<file path="config.mk">
export PLATFORM = sky130hd
export DESIGN_NAME = frac_n_synth_tuning_control_top_flat
export DESIGN_NICKNAME = d
export VERILOG_FILES = /design/src/rtl/fntc_pkg.sv /design/src/rtl/fntc_if.sv /design/src/rtl/frac_n_synth_tuning_control_top.sv /design/src/rtl/fntc_sdiv.sv /design/src/flat_wrapper.sv
export SDC_FILE = /design/constraint.sdc
export NUM_CORES = 2
export LEC_CHECK = 0
export ABC_AREA = 1
export BUFFER_PORTS_ARGS = -buffer_cell sky130_fd_sc_hd__buf_2
export CAP_MARGIN = 20
export CORE_ASPECT_RATIO = 1.2
export CORE_MARGIN = 2
export CORE_UTILIZATION = 64
export CTS_BUF_LIST = sky130_fd_sc_hd__clkbuf_8
export DETAILED_ROUTE_END_ITERATION = 10
export GPL_TIMING_DRIVEN = 0
export PLACE_DENSITY_LB_ADDON = 0.25
export REMOVE_ABC_BUFFERS = 1
export SLEW_MARGIN = 20
export SYNTH_ARGS = -nofsm -noshare
export SYNTH_HDL_FRONTEND = slang
export SYNTH_SLANG_ARGS = --single-unit
</file>
<file path="constraint.sdc">
create_clock -name clk_i -period 7.68 [get_ports clk_i]
set_clock_uncertainty 0.05 [all_clocks]
set_input_delay 0.384 -clock clk_i [delete_from_list [all_inputs] [get_ports clk_i]]
set_output_delay 0.384 -clock clk_i [all_outputs]
set_load 0.01 [all_outputs]
</file>
<file path="src/rtl/fntc_pkg.sv">
// Types, codes and constants shared by the synthesizer tuning controller.
`default_nettype none

package fntc_pkg;

  localparam int unsigned FREQ_W  = 33;
  localparam int unsigned REF_W   = 28;
  localparam int unsigned STEP_W  = 24;
  localparam int unsigned PWR_W   = 8;
  localparam int unsigned OP_W    = 4;
  localparam int unsigned WORD_W  = 32;
  localparam int unsigned CFG_W   = 33;
  localparam int unsigned CIDX_W  = 2;

  // Serial divider widths: dividend shift register, remainder, step count.
  localparam int unsigned DVD_W   = 33;
  localparam int unsigned REM_W   = 29;
  localparam int unsigned CNT_W   = 6;
  localparam int unsigned PROD_W  = 40;
  localparam int unsigned NUM_W   = 41;
  localparam int unsigned FQ_BITS = 13;

  localparam logic [CNT_W-1:0] INT_STEPS  = CNT_W'(DVD_W);
  localparam logic [CNT_W-1:0] FRAC_STEPS = CNT_W'(FQ_BITS);

  localparam logic [11:0] FRAC_MODULUS = 12'd4095;

  localparam logic [FREQ_W-1:0] PRESCALE_HZ = 33'd3600000000;

  localparam logic [REF_W-1:0]  REF_RST  = 28'd25000000;
  localparam logic [FREQ_W-1:0] FMIN_RST = 33'd35000000;
  localparam logic [FREQ_W-1:0] FMAX_RST = 33'd4400000000;
  localparam logic [FREQ_W-1:0] FREQ_RST = 33'd1000000000;
  localparam logic [1:0]        PWR_RST  = 2'd3;
  localparam logic [STEP_W-1:0] STEP_RST = 24'd1000;

  // Fixed register words.
  localparam logic [WORD_W-1:0] W2_CONST = (32'd6 << 26) | (32'd1 << 14) | (32'd7 << 9) |
                                           (32'd1 << 8) | (32'd1 << 6) | 32'd2;
  localparam logic [WORD_W-1:0] W3_CONST = (32'd150 << 3) | 32'd3;
  localparam logic [WORD_W-1:0] W5_CONST = (32'd1 << 22) | (32'd3 << 19) | 32'd5;

  typedef enum logic [OP_W-1:0] {
    OP_SET_FREQ  = 4'd0,
    OP_SET_POWER = 4'd1,
    OP_ENABLE    = 4'd2,
    OP_DISABLE   = 4'd3,
    OP_TOGGLE    = 4'd4,
    OP_SET_STEP  = 4'd5,
    OP_STEP_UP   = 4'd6,
    OP_STEP_DOWN = 4'd7,
    OP_STATUS    = 4'd8
  } op_e;

  typedef enum logic [CIDX_W-1:0] {
    CFG_REF_CLOCK = 2'd0,
    CFG_MIN_FREQ  = 2'd1,
    CFG_MAX_FREQ  = 2'd2
  } cfg_idx_e;

  typedef enum logic [3:0] {
    ST_IDLE,
    ST_EXEC,
    ST_SETUP,
    ST_VCO,
    ST_DIV_INT,
    ST_MUL,
    ST_FSTART,
    ST_DIV_FRAC,
    ST_EMIT
  } state_e;

  typedef struct packed {
    logic [OP_W-1:0]   op;
    logic [FREQ_W-1:0] freq_value;
    logic [PWR_W-1:0]  power_value;
    logic [STEP_W-1:0] step_value;
  } cmd_t;

  typedef struct packed {
    logic             start;
    logic [CNT_W-1:0] steps;
  } div_req_t;

  function automatic logic [2:0] pick_div(input logic [FREQ_W-1:0] f);
    logic [2:0] d;
    d = 3'd6;
    priority if (f >= 33'd2200000000) d = 3'd0;
    else if (f >= 33'd1100000000)     d = 3'd1;
    else if (f >= 33'd550000000)      d = 3'd2;
    else if (f >= 33'd275000000)      d = 3'd3;
    else if (f >= 33'd137500000)      d = 3'd4;
    else if (f >= 33'd68750000)       d = 3'd5;
    else                              d = 3'd6;
    return d;
  endfunction

  function automatic logic is_decade(input logic [STEP_W-1:0] s);
    return (s == 24'd10) || (s == 24'd100) || (s == 24'd1000) || (s == 24'd10000) ||
           (s == 24'd100000) || (s == 24'd1000000) || (s == 24'd10000000);
  endfunction

endpackage

`default_nettype wire

</file>
<file path="src/rtl/fntc_if.sv">
// Command and result channel interfaces of the synthesizer tuning controller.
`default_nettype none

interface fntc_cmd_if;
  logic                         valid;
  logic                         ready;
  logic [fntc_pkg::OP_W-1:0]    op;
  logic [fntc_pkg::FREQ_W-1:0]  freq_value;
  logic [fntc_pkg::PWR_W-1:0]   power_value;
  logic [fntc_pkg::STEP_W-1:0]  step_value;

  modport source (output valid, op, freq_value, power_value, step_value, input ready);
  modport sink   (input valid, op, freq_value, power_value, step_value, output ready);
endinterface

interface fntc_res_if;
  logic                         valid;
  logic                         ready;
  logic [fntc_pkg::WORD_W-1:0]  reg_word;
  logic [2:0]                   reg_index;
  logic                         word_valid;
  logic                         last;
  logic [fntc_pkg::FREQ_W-1:0]  cur_frequency_hz;
  logic [1:0]                   cur_power;
  logic                         cur_rf_on;
  logic [fntc_pkg::STEP_W-1:0]  cur_step_hz;

  modport source (output valid, reg_word, reg_index, word_valid, last, cur_frequency_hz,
                  cur_power, cur_rf_on, cur_step_hz, input ready);
  modport sink   (input valid, reg_word, reg_index, word_valid, last, cur_frequency_hz,
                  cur_power, cur_rf_on, cur_step_hz, output ready);
endinterface

`default_nettype wire

</file>
<file path="src/rtl/frac_n_synth_tuning_control_top.sv">
// Top level of the fractional-N synthesizer tuning controller.
// A command that retunes gives six register words, R5 first and R0 last, each held until
// the result side takes it; any other command gives a single status beat. A new command
// is taken only with the block idle, after the last beat of the one before has gone out.
// INT and FRAC both come from the shared bit-serial divider.
// Reset (asynchronous, active low) restores the settings and tuning state to their defaults.
`default_nettype none

module frac_n_synth_tuning_control_top (
  input  wire logic                            clk_i,
  input  wire logic                            rst_ni,
  input  wire logic                            cfg_we_i,
  input  wire logic [fntc_pkg::CIDX_W-1:0]     cfg_idx_i,
  input  wire logic [fntc_pkg::CFG_W-1:0]      cfg_data_i,
  fntc_cmd_if.sink                             cmd_i,
  fntc_res_if.source                           res_o
);

  // Sequencer state and latched command.
  fntc_pkg::state_e state_q, state_d;
  fntc_pkg::cmd_t   cmd_q;

  // Configuration registers.
  logic [fntc_pkg::REF_W-1:0]  ref_q;
  logic [fntc_pkg::FREQ_W-1:0] fmin_q;
  logic [fntc_pkg::FREQ_W-1:0] fmax_q;

  // Tuning state.
  logic [fntc_pkg::FREQ_W-1:0] freq_q, freq_d;
  logic [1:0]                  pwr_q, pwr_d;
  logic                        rf_q, rf_d;
  logic [fntc_pkg::STEP_W-1:0] step_q, step_d;

  // Word build results.
  logic [2:0]                  div_q;
  logic                        pre_q;
  logic [16:0]                 int_q;
  logic [fntc_pkg::PROD_W-1:0] prod_q;
  logic [11:0]                 frac_q;

  // Emission control: index of the word on the port, and status-only flag.
  logic [2:0] widx_q, widx_d;
  logic       stat_q, stat_d;

  logic                        cmd_acc;
  logic                        upd;
  logic [fntc_pkg::FREQ_W:0]   f_up;
  logic [fntc_pkg::FREQ_W:0]   f_dn;
  logic                        up_ok;
  logic                        dn_ok;
  logic                        fset_ok;
  logic [fntc_pkg::REF_W-1:0]  ref_eff;
  logic [fntc_pkg::FREQ_W-1:0] vco;
  logic [fntc_pkg::NUM_W-1:0]  fnum;

  fntc_pkg::div_req_t          div_req;
  logic [fntc_pkg::REM_W-1:0]  div_rem_init;
  logic [fntc_pkg::DVD_W-1:0]  div_dvd;
  logic [fntc_pkg::REM_W-1:0]  div_dvs;
  logic                        div_done;
  logic [fntc_pkg::DVD_W-1:0]  div_quo;
  logic [fntc_pkg::REM_W-1:0]  div_rem;

  logic [fntc_pkg::WORD_W-1:0] w0, w1, w4;

  assign cmd_i.ready = (state_q == fntc_pkg::ST_IDLE);
  assign cmd_acc     = cmd_i.valid & cmd_i.ready;

  // Range checks for the step and set commands.
  assign f_up    = {1'b0, freq_q} + {10'b0, step_q};
  assign f_dn    = {1'b0, freq_q} - {10'b0, step_q};
  assign up_ok   = f_up <= {1'b0, fmax_q};
  assign dn_ok   = ~f_dn[fntc_pkg::FREQ_W] & (f_dn[fntc_pkg::FREQ_W-1:0] >= fmin_q);
  assign fset_ok = (cmd_q.freq_value >= fmin_q) & (cmd_q.freq_value <= fmax_q);

  // A zero reference divides as one.
  assign ref_eff = (ref_q == '0) ? fntc_pkg::REF_W'(1) : ref_q;

  // The divider ladder keeps the VCO below 2^33, so the shift never overflows.
  assign vco = freq_q << div_q;

  // FRAC numerator: 2*rem*modulus + ref, divided by 2*ref.
  assign fnum = {prod_q, 1'b0} + {13'b0, ref_eff};

  // Feed the shared divider: the VCO division first, then the rounding division. The
  // top bits of the FRAC numerator sit below the divisor since FRAC fits in 13 bits.
  always_comb begin
    if (state_q == fntc_pkg::ST_VCO) begin
      div_rem_init = '0;
      div_dvd      = vco;
      div_dvs      = {1'b0, ref_eff};
    end else begin
      div_rem_init = {1'b0, fnum[fntc_pkg::NUM_W-1:fntc_pkg::FQ_BITS]};
      div_dvd      = {fnum[fntc_pkg::FQ_BITS-1:0], 20'b0};
      div_dvs      = {ref_eff, 1'b0};
    end
  end

  fntc_sdiv u_div (
    .clk_i      (clk_i),
    .rst_ni     (rst_ni),
    .req_i      (div_req),
    .rem_init_i (div_rem_init),
    .dividend_i (div_dvd),
    .divisor_i  (div_dvs),
    .done_o     (div_done),
    .quo_o      (div_quo),
    .rem_o      (div_rem)
  );

  // Sequencer: next state, tuning updates and divider requests.
  always_comb begin
    state_d = state_q;
    freq_d  = freq_q;
    pwr_d   = pwr_q;
    rf_d    = rf_q;
    step_d  = step_q;
    widx_d  = widx_q;
    stat_d  = stat_q;
    upd     = 1'b0;
    div_req = '0;
    unique case (state_q)
      fntc_pkg::ST_IDLE: begin
        if (cmd_i.valid) begin
          state_d = fntc_pkg::ST_EXEC;
        end
      end
      fntc_pkg::ST_EXEC: begin
        unique case (fntc_pkg::op_e'(cmd_q.op))
          fntc_pkg::OP_SET_FREQ: begin
            if (fset_ok) begin
              freq_d = cmd_q.freq_value;
              upd    = 1'b1;
            end
          end
          fntc_pkg::OP_SET_POWER: begin
            if (cmd_q.power_value <= fntc_pkg::PWR_W'(3)) begin
              pwr_d = cmd_q.power_value[1:0];
              upd   = 1'b1;
            end
          end
          fntc_pkg::OP_ENABLE: begin
            rf_d = 1'b1;
            upd  = 1'b1;
          end
          fntc_pkg::OP_DISABLE: begin
            rf_d = 1'b0;
            upd  = 1'b1;
          end
          fntc_pkg::OP_TOGGLE: begin
            rf_d = ~rf_q;
            upd  = 1'b1;
          end
          fntc_pkg::OP_SET_STEP: begin
            // A new step never reaches the synthesizer on its own.
            if (fntc_pkg::is_decade(cmd_q.step_value)) begin
              step_d = cmd_q.step_value;
            end
          end
          fntc_pkg::OP_STEP_UP: begin
            if (up_ok) begin
              freq_d = f_up[fntc_pkg::FREQ_W-1:0];
              upd    = 1'b1;
            end
          end
          fntc_pkg::OP_STEP_DOWN: begin
            // Underflow counts as a rejected step.
            if (dn_ok) begin
              freq_d = f_dn[fntc_pkg::FREQ_W-1:0];
              upd    = 1'b1;
            end
          end
          default: begin
            // Status and unknown codes change nothing.
          end
        endcase
        if (upd) begin
          state_d = fntc_pkg::ST_SETUP;
        end else begin
          stat_d  = 1'b1;
          widx_d  = '0;
          state_d = fntc_pkg::ST_EMIT;
        end
      end
      fntc_pkg::ST_SETUP: begin
        state_d = fntc_pkg::ST_VCO;
      end
      fntc_pkg::ST_VCO: begin
        div_req.start = 1'b1;
        div_req.steps = fntc_pkg::INT_STEPS;
        state_d       = fntc_pkg::ST_DIV_INT;
      end
      fntc_pkg::ST_DIV_INT: begin
        if (div_done) begin
          state_d = fntc_pkg::ST_MUL;
        end
      end
      fntc_pkg::ST_MUL: begin
        state_d = fntc_pkg::ST_FSTART;
      end
      fntc_pkg::ST_FSTART: begin
        div_req.start = 1'b1;
        div_req.steps = fntc_pkg::FRAC_STEPS;
        state_d       = fntc_pkg::ST_DIV_FRAC;
      end
      fntc_pkg::ST_DIV_FRAC: begin
        if (div_done) begin
          stat_d  = 1'b0;
          widx_d  = 3'd5;
          state_d = fntc_pkg::ST_EMIT;
        end
      end
      fntc_pkg::ST_EMIT: begin
        // Advance on each beat taken; drop back to idle after the last one.
        if (res_o.ready) begin
          if (stat_q || (widx_q == 3'd0)) begin
            state_d = fntc_pkg::ST_IDLE;
          end else begin
            widx_d = widx_q - 3'd1;
          end
        end
      end
      default: begin
        state_d = fntc_pkg::ST_IDLE;
      end
    endcase
  end

  always_ff @(posedge clk_i or negedge rst_ni) begin
    if (!rst_ni) begin
      state_q <= fntc_pkg::ST_IDLE;
      ref_q   <= fntc_pkg::REF_RST;
      fmin_q  <= fntc_pkg::FMIN_RST;
      fmax_q  <= fntc_pkg::FMAX_RST;
      freq_q  <= fntc_pkg::FREQ_RST;
      pwr_q   <= fntc_pkg::PWR_RST;
      rf_q    <= 1'b0;
      step_q  <= fntc_pkg::STEP_RST;
      widx_q  <= '0;
      stat_q  <= 1'b0;
    end else begin
      state_q <= state_d;
      freq_q  <= freq_d;
      pwr_q   <= pwr_d;
      rf_q    <= rf_d;
      step_q  <= step_d;
      widx_q  <= widx_d;
      stat_q  <= stat_d;
      if (cfg_we_i) begin
        unique case (fntc_pkg::cfg_idx_e'(cfg_idx_i))
          fntc_pkg::CFG_REF_CLOCK: ref_q  <= cfg_data_i[fntc_pkg::REF_W-1:0];
          fntc_pkg::CFG_MIN_FREQ:  fmin_q <= cfg_data_i;
          fntc_pkg::CFG_MAX_FREQ:  fmax_q <= cfg_data_i;
          default: begin
            // No register at this index: drop the write.
          end
        endcase
      end
    end
  end

  // Payload registers.
  always_ff @(posedge clk_i) begin
    if (cmd_acc) begin
      cmd_q.op          <= cmd_i.op;
      cmd_q.freq_value  <= cmd_i.freq_value;
      cmd_q.power_value <= cmd_i.power_value;
      cmd_q.step_value  <= cmd_i.step_value;
    end
    if (state_q == fntc_pkg::ST_SETUP) begin
      div_q <= fntc_pkg::pick_div(freq_q);
    end
    if (state_q == fntc_pkg::ST_VCO) begin
      pre_q <= (vco >= fntc_pkg::PRESCALE_HZ);
    end
    if ((state_q == fntc_pkg::ST_DIV_INT) && div_done) begin
      int_q <= div_quo[16:0];
    end
    if (state_q == fntc_pkg::ST_MUL) begin
      // The remainder is below the reference, so 28 bits hold it.
      prod_q <= {12'b0, div_rem[fntc_pkg::REF_W-1:0]} * {28'b0, fntc_pkg::FRAC_MODULUS};
    end
    if ((state_q == fntc_pkg::ST_DIV_FRAC) && div_done) begin
      frac_q <= div_quo[11:0];
    end
  end

  // Register words that depend on the tuning.
  assign w0 = {int_q, frac_q, 3'b000};
  assign w1 = {4'b0, pre_q, 11'b0, 1'b1, fntc_pkg::FRAC_MODULUS, 3'b001};
  assign w4 = {8'b0, 1'b1, div_q, 8'd250, 1'b0, 1'b1, 4'b0, rf_q, pwr_q, 3'b100};

  always_comb begin
    res_o.reg_word = '0;
    if (!stat_q) begin
      unique case (widx_q)
        3'd0:    res_o.reg_word = w0;
        3'd1:    res_o.reg_word = w1;
        3'd2:    res_o.reg_word = fntc_pkg::W2_CONST;
        3'd3:    res_o.reg_word = fntc_pkg::W3_CONST;
        3'd4:    res_o.reg_word = w4;
        3'd5:    res_o.reg_word = fntc_pkg::W5_CONST;
        default: res_o.reg_word = '0;
      endcase
    end
  end

  assign res_o.valid            = (state_q == fntc_pkg::ST_EMIT);
  assign res_o.reg_index        = stat_q ? 3'd0 : widx_q;
  assign res_o.word_valid       = ~stat_q;
  assign res_o.last             = stat_q | (widx_q == 3'd0);
  assign res_o.cur_frequency_hz = freq_q;
  assign res_o.cur_power        = pwr_q;
  assign res_o.cur_rf_on        = rf_q;
  assign res_o.cur_step_hz      = step_q;

endmodule

`default_nettype wire

</file>
<file path="src/rtl/fntc_sdiv.sv">
// Bit-serial restoring divider, one quotient bit per cycle.
`default_nettype none

module fntc_sdiv (
  input  wire logic                          clk_i,
  input  wire logic                          rst_ni,
  input  wire fntc_pkg::div_req_t            req_i,
  input  wire logic [fntc_pkg::REM_W-1:0]    rem_init_i,
  input  wire logic [fntc_pkg::DVD_W-1:0]    dividend_i,
  input  wire logic [fntc_pkg::REM_W-1:0]    divisor_i,
  output logic                               done_o,
  output logic [fntc_pkg::DVD_W-1:0]         quo_o,
  output logic [fntc_pkg::REM_W-1:0]         rem_o
);

  logic [fntc_pkg::REM_W-1:0] rem_q, rem_d;
  logic [fntc_pkg::DVD_W-1:0] sh_q, sh_d;
  logic [fntc_pkg::REM_W-1:0] dvs_q;
  logic [fntc_pkg::CNT_W-1:0] cnt_q, cnt_d;
  logic                       busy_q, busy_d;
  logic                       done_q, done_d;

  logic [fntc_pkg::REM_W:0]   trial;
  logic [fntc_pkg::REM_W+1:0] diff;
  logic                       ge;

  // Bring down the next dividend bit and try the subtraction.
  assign trial = {rem_q, sh_q[fntc_pkg::DVD_W-1]};
  assign diff  = {1'b0, trial} - {2'b00, dvs_q};
  assign ge    = ~diff[fntc_pkg::REM_W+1];

  always_comb begin
    rem_d  = rem_q;
    sh_d   = sh_q;
    cnt_d  = cnt_q;
    busy_d = busy_q;
    done_d = 1'b0;
    if (req_i.start) begin
      rem_d  = rem_init_i;
      sh_d   = dividend_i;
      cnt_d  = req_i.steps;
      busy_d = 1'b1;
    end else if (busy_q) begin
      rem_d = ge ? diff[fntc_pkg::REM_W-1:0] : trial[fntc_pkg::REM_W-1:0];
      sh_d  = {sh_q[fntc_pkg::DVD_W-2:0], ge};
      cnt_d = cnt_q - fntc_pkg::CNT_W'(1);
      if (cnt_q == fntc_pkg::CNT_W'(1)) begin
        busy_d = 1'b0;
        done_d = 1'b1;
      end
    end
  end

  always_ff @(posedge clk_i or negedge rst_ni) begin
    if (!rst_ni) begin
      cnt_q  <= '0;
      busy_q <= 1'b0;
      done_q <= 1'b0;
    end else begin
      cnt_q  <= cnt_d;
      busy_q <= busy_d;
      done_q <= done_d;
    end
  end

  always_ff @(posedge clk_i) begin
    rem_q <= rem_d;
    sh_q  <= sh_d;
    if (req_i.start) begin
      dvs_q <= divisor_i;
    end
  end

  assign done_o = done_q;
  assign quo_o  = sh_q;
  assign rem_o  = rem_q;

endmodule

`default_nettype wire

</file>
<file path="src/flat_wrapper.sv">
// flat-port wrapper written by rule: the top's interface ports become plain ports
module frac_n_synth_tuning_control_top_flat 
  (clk_i, rst_ni, cfg_we_i, cfg_idx_i, cfg_data_i, cmd_i_valid, cmd_i_op, cmd_i_freq_value, cmd_i_power_value, cmd_i_step_value, cmd_i_ready, res_o_valid, res_o_reg_word, res_o_reg_index, res_o_word_valid, res_o_last, res_o_cur_frequency_hz, res_o_cur_power, res_o_cur_rf_on, res_o_cur_step_hz, res_o_ready);
  fntc_cmd_if cmd_i_i ();
  fntc_res_if res_o_i ();
  input  wire logic clk_i;
  input  wire logic rst_ni;
  input  wire logic cfg_we_i;
  input  wire logic [fntc_pkg::CIDX_W-1:0] cfg_idx_i;
  input  wire logic [fntc_pkg::CFG_W-1:0] cfg_data_i;
  input wire logic [$bits(cmd_i_i.valid)-1:0] cmd_i_valid;
  input wire logic [$bits(cmd_i_i.op)-1:0] cmd_i_op;
  input wire logic [$bits(cmd_i_i.freq_value)-1:0] cmd_i_freq_value;
  input wire logic [$bits(cmd_i_i.power_value)-1:0] cmd_i_power_value;
  input wire logic [$bits(cmd_i_i.step_value)-1:0] cmd_i_step_value;
  output wire logic [$bits(cmd_i_i.ready)-1:0] cmd_i_ready;
  output wire logic [$bits(res_o_i.valid)-1:0] res_o_valid;
  output wire logic [$bits(res_o_i.reg_word)-1:0] res_o_reg_word;
  output wire logic [$bits(res_o_i.reg_index)-1:0] res_o_reg_index;
  output wire logic [$bits(res_o_i.word_valid)-1:0] res_o_word_valid;
  output wire logic [$bits(res_o_i.last)-1:0] res_o_last;
  output wire logic [$bits(res_o_i.cur_frequency_hz)-1:0] res_o_cur_frequency_hz;
  output wire logic [$bits(res_o_i.cur_power)-1:0] res_o_cur_power;
  output wire logic [$bits(res_o_i.cur_rf_on)-1:0] res_o_cur_rf_on;
  output wire logic [$bits(res_o_i.cur_step_hz)-1:0] res_o_cur_step_hz;
  input wire logic [$bits(res_o_i.ready)-1:0] res_o_ready;
  assign cmd_i_i.valid = cmd_i_valid;
  assign cmd_i_i.op = cmd_i_op;
  assign cmd_i_i.freq_value = cmd_i_freq_value;
  assign cmd_i_i.power_value = cmd_i_power_value;
  assign cmd_i_i.step_value = cmd_i_step_value;
  assign cmd_i_ready = cmd_i_i.ready;
  assign res_o_valid = res_o_i.valid;
  assign res_o_reg_word = res_o_i.reg_word;
  assign res_o_reg_index = res_o_i.reg_index;
  assign res_o_word_valid = res_o_i.word_valid;
  assign res_o_last = res_o_i.last;
  assign res_o_cur_frequency_hz = res_o_i.cur_frequency_hz;
  assign res_o_cur_power = res_o_i.cur_power;
  assign res_o_cur_rf_on = res_o_i.cur_rf_on;
  assign res_o_cur_step_hz = res_o_i.cur_step_hz;
  assign res_o_i.ready = res_o_ready;
  frac_n_synth_tuning_control_top u_core (.clk_i(clk_i), .rst_ni(rst_ni), .cfg_we_i(cfg_we_i), .cfg_idx_i(cfg_idx_i), .cfg_data_i(cfg_data_i), .cmd_i(cmd_i_i), .res_o(res_o_i));
endmodule
</file>
==> impl_metrics.ini <==
[min_path]
min_from = cfg_data_i[14]
holdPathEnd = u_core.ref_q[14]$_DFFE_PN1P_
whs_path_depth = 3
worstHoldPathType = in2reg

[routing]
ant_nets = 0
drt_wl_total_um = 115000
drtIter0Drc = 3086
routedWlPerCell_um = 21.4
first_pass_iters = 7
vias_per_cell = 6.04
via_count = 32300
drc_errors = 0

[critical_path]
arrival_ps = 6370
slowest_delay_ps = 810
critPathCaptureType = flip-flop
cp_max_fo = 7
crit_chain = fa_1 -> inv_1 -> fa_1 -> inv_1 -> fa_1 -> fa_1 -> fa_1 -> ha_1 -> nand2_1 -> nor4_1 -> nand4_1 -> nand2_1 -> a21oi_1 -> o21ai_0 -> xor2_1
rr_endpoint = u_core.prod_q[35]$_DFFE_PP_
critPathBufInv = 2
crit_family = adder cells
crit_path_frequent_cell = fa_1
path_class = reg2reg
reg2reg_from = u_core.u_div.rem_o[6]$_DFFE_PP_
slowest_stage = fa_1
reg2reg_slack_ps = 1660
r2r_cells = 15
crit_required_ps = 8020
startpoint_type = flip-flop

[synthesis]
ys.warnings.count = 0
synth-seq-cells = 403
synth-compound-area-share = 0.144
synth-simple-area-share = 0.200
synth_cells = 4323
synth_ff_type = edfxtp_1
synth_fa_ha_area_frac = 0.217
avgSynthCellArea_um2 = 8.14
ys_async_sr_fraction = 0.422
synth-xor-area-share = 0.0284
synth.area.mux_share = 0.00462
synth_edf_count = 233
synth_top_family_by_area = adder cells
yosysUniqueCellTypes = 72
yosysSeqAreaShare = 0.322
syn-cell-area_um2 = 35200

[place]
post-place-ws_ps = 1720
place_hpwl_um = 88500
dp_cells = 5129
port_buffers = 207
placed_area_um2 = 36900
place_congestion = 1.09

[clock_network]
root_buffer = clkbuf_8
post-cts-setup-buffers = 0
cts_tree = built
clock_sinks = 403
ctsHoldBuffers = 92
h-tree-depth = 3
cts_buffer_depth = 3
clk_pin_slew_worst_paths_ps = 60
cts_made_buffers = 69
postCtsResizedCells = 0
clk_latency_ps = 690

[global_route]
grt_max_degree = 89
overflow = 0
grt_usage = 0.406
grt_pass1_vias = 32200
grt_pass1_wl_um = 176000
antenna_found_initial = 5

[final_layout]
fin_nets = 5181
drive_above_1_share = 0.113
fin_area_um2 = 39200
stdcell_count = 5351
area_growth_pct = 11.6
final_util = 0.719

[sta]
worst_pin_slew_ps = 1070
max_clock_freq_ghz = 0.166
drv_slew = 0
rsz0062_at_grt = false
relSlewSlack = 0.277
hold_viol_final = 0
setup_slack_ps = 1660
setup_viol_count_final = 0
period_needed_ps = 6020
finalCritPeriodShare = 0.784

[floorplan]
rows = 94
ios = 208
dieArea_um2 = 56900
die_y_um = 261
start_util = 0.645
core_area_um2 = 54600
fp.dieW_um = 218

[run]
cap_viol_max_count = 0

[status]
status = finished, final reports clean
[Yosys cell counts, drive strengths merged, types with 11 or more instances]
cell	count	area, um2
or2	11	68.8
fa	186	3720
a21o	32	240
nor4	29	194
o211ai	41	308
o21ai	413	2180
xnor2	31	272
ha	313	3920
mux2i	14	140
dfstp	51	1340
a31oi	22	138
dfrtp	119	2980
inv	593	2230
nand2	996	3830
nand4	73	457
o21bai	15	116
nand3	169	856
a21oi	280	1430
o21a	11	82.6
nor2	316	1220
clkbuf	85	319
xor2	83	727
buf	60	374
nor3	53	275
edfxtp	233	7000
[tightest hold or removal path, delay by kind of cell]
kind / cells / cell delay, ps
compound gates: 1 / 100
buf+inv: 2 / 240
[metal layers]
| layer | global-route usage | up-vias | wire length [um] |
|---|---|---|---|
| li1 | - | 14900 | - |
| met1 | 0.474 | 15200 | 41100 |
| met2 | 0.684 | 1715 | 55100 |
| met3 | 0.0803 | 494 | 9950 |
| met4 | 0.263 | 6 | 8460 |
| met5 | 0 | - | 41 |
[stage by stage]
step	hold WS, ps	setup TNS, ps
2_1_floorplan	38.4	0
3_3_place_gp	383	-425300
3_5_place_dp	364	0
4_1_cts	3.93	0
5_1_grt	44.9	0
6_report	31.8	0
[cell usage in the layout, fill, tap and decap left out, types with 11 or more instances in the layout]
master	count
a21o_1	32
a21oi_1	272
a31oi_1	22
buf_2	206
buf_4	11
clkbuf_8	80
clkinv_2	12
dfrtp_1	119
dfstp_2	51
dlygate4sd3_1	92
edfxtp_1	233
fa_1	186
ha_1	313
inv_1	596
inv_2	20
mux2i_1	14
nand2_1	959
nand2_2	34
nand3_1	166
nand4_1	73
nor2_1	300
nor3_1	48
nor4_1	27
o211ai_1	41
o21a_1	11
o21ai_0	347
o21ai_1	39
o21ai_2	26
o21bai_1	14
xnor2_1	31
xor2_1	83
[cell type report]
cell class / instances / area (um2)
diodes: 2 / 5.00
inverters: 595 / 2250
flip-flops and latches: 403 / 11300
clock inverters: 47 / 335
fillers: 4384 / 15300
repair buffers: 324 / 2340
clock buffers: 80 / 1100
multi-input cells: 3180 / 21000
well taps: 720 / 901
[flip-flops by register name, summed over array words and instances, names as in the netlist, 2 cells and up]
name and flops:
u_core.res_o.cur_step_hz 24, u_core.u_div.cnt_q 6, u_core.int_q 17, u_core.prod_q 40, u_core.fmax_q 33, u_core.widx_q 3, u_core.res_o.cur_power 2, u_core.cmd_q 69
u_core.u_div.quo_o 33, u_core.frac_q 12, u_core.fmin_q 33, u_core.state_q 4, u_core.div_q 3, u_core.ref_q 28, u_core.u_div.dvs_q 29, u_core.u_div.rem_o 29
u_core.res_o.cur_frequency_hz 33
[worst max path at each step]
stage                                          from                                end  slack (ps)  cells past startpoint
finish              u_core.u_div.rem_o[6]$_DFFE_PP_        u_core.prod_q[35]$_DFFE_PP_        1660                     15
global route        u_core.u_div.rem_o[4]$_DFFE_PP_        u_core.prod_q[34]$_DFFE_PP_        1480                     20
CTS                 u_core.u_div.rem_o[6]$_DFFE_PP_        u_core.prod_q[35]$_DFFE_PP_        1730                     15
detailed placement  u_core.u_div.rem_o[6]$_DFFE_PP_        u_core.prod_q[35]$_DFFE_PP_        1720                     15
global placement      u_core.state_q[2]$_DFFE_PN0P_  u_core.u_div.cnt_q[2]$_DFFE_PN0P_       -4210                      8
floorplan             u_core.state_q[2]$_DFFE_PN0P_  u_core.u_div.cnt_q[2]$_DFFE_PN0P_        1190                      8
[kinds of logic (layout without fill, tap and decap cells)]
group / count (synthesis) / after routing
buffers and inverters: 740 / 1046
DFF: 403 / 403
AOI/OAI and AO/OA: 884 / 884
other: 0 / 2
xor gates and xnor gates: 114 / 114
muxes: 16 / 16
and+or+nand+nor: 1667 / 1667
adders and majority gates: 499 / 499
Power is not shown: default switching activity piles up to over one toggle a cycle in this logic, so the estimate is an artifact.
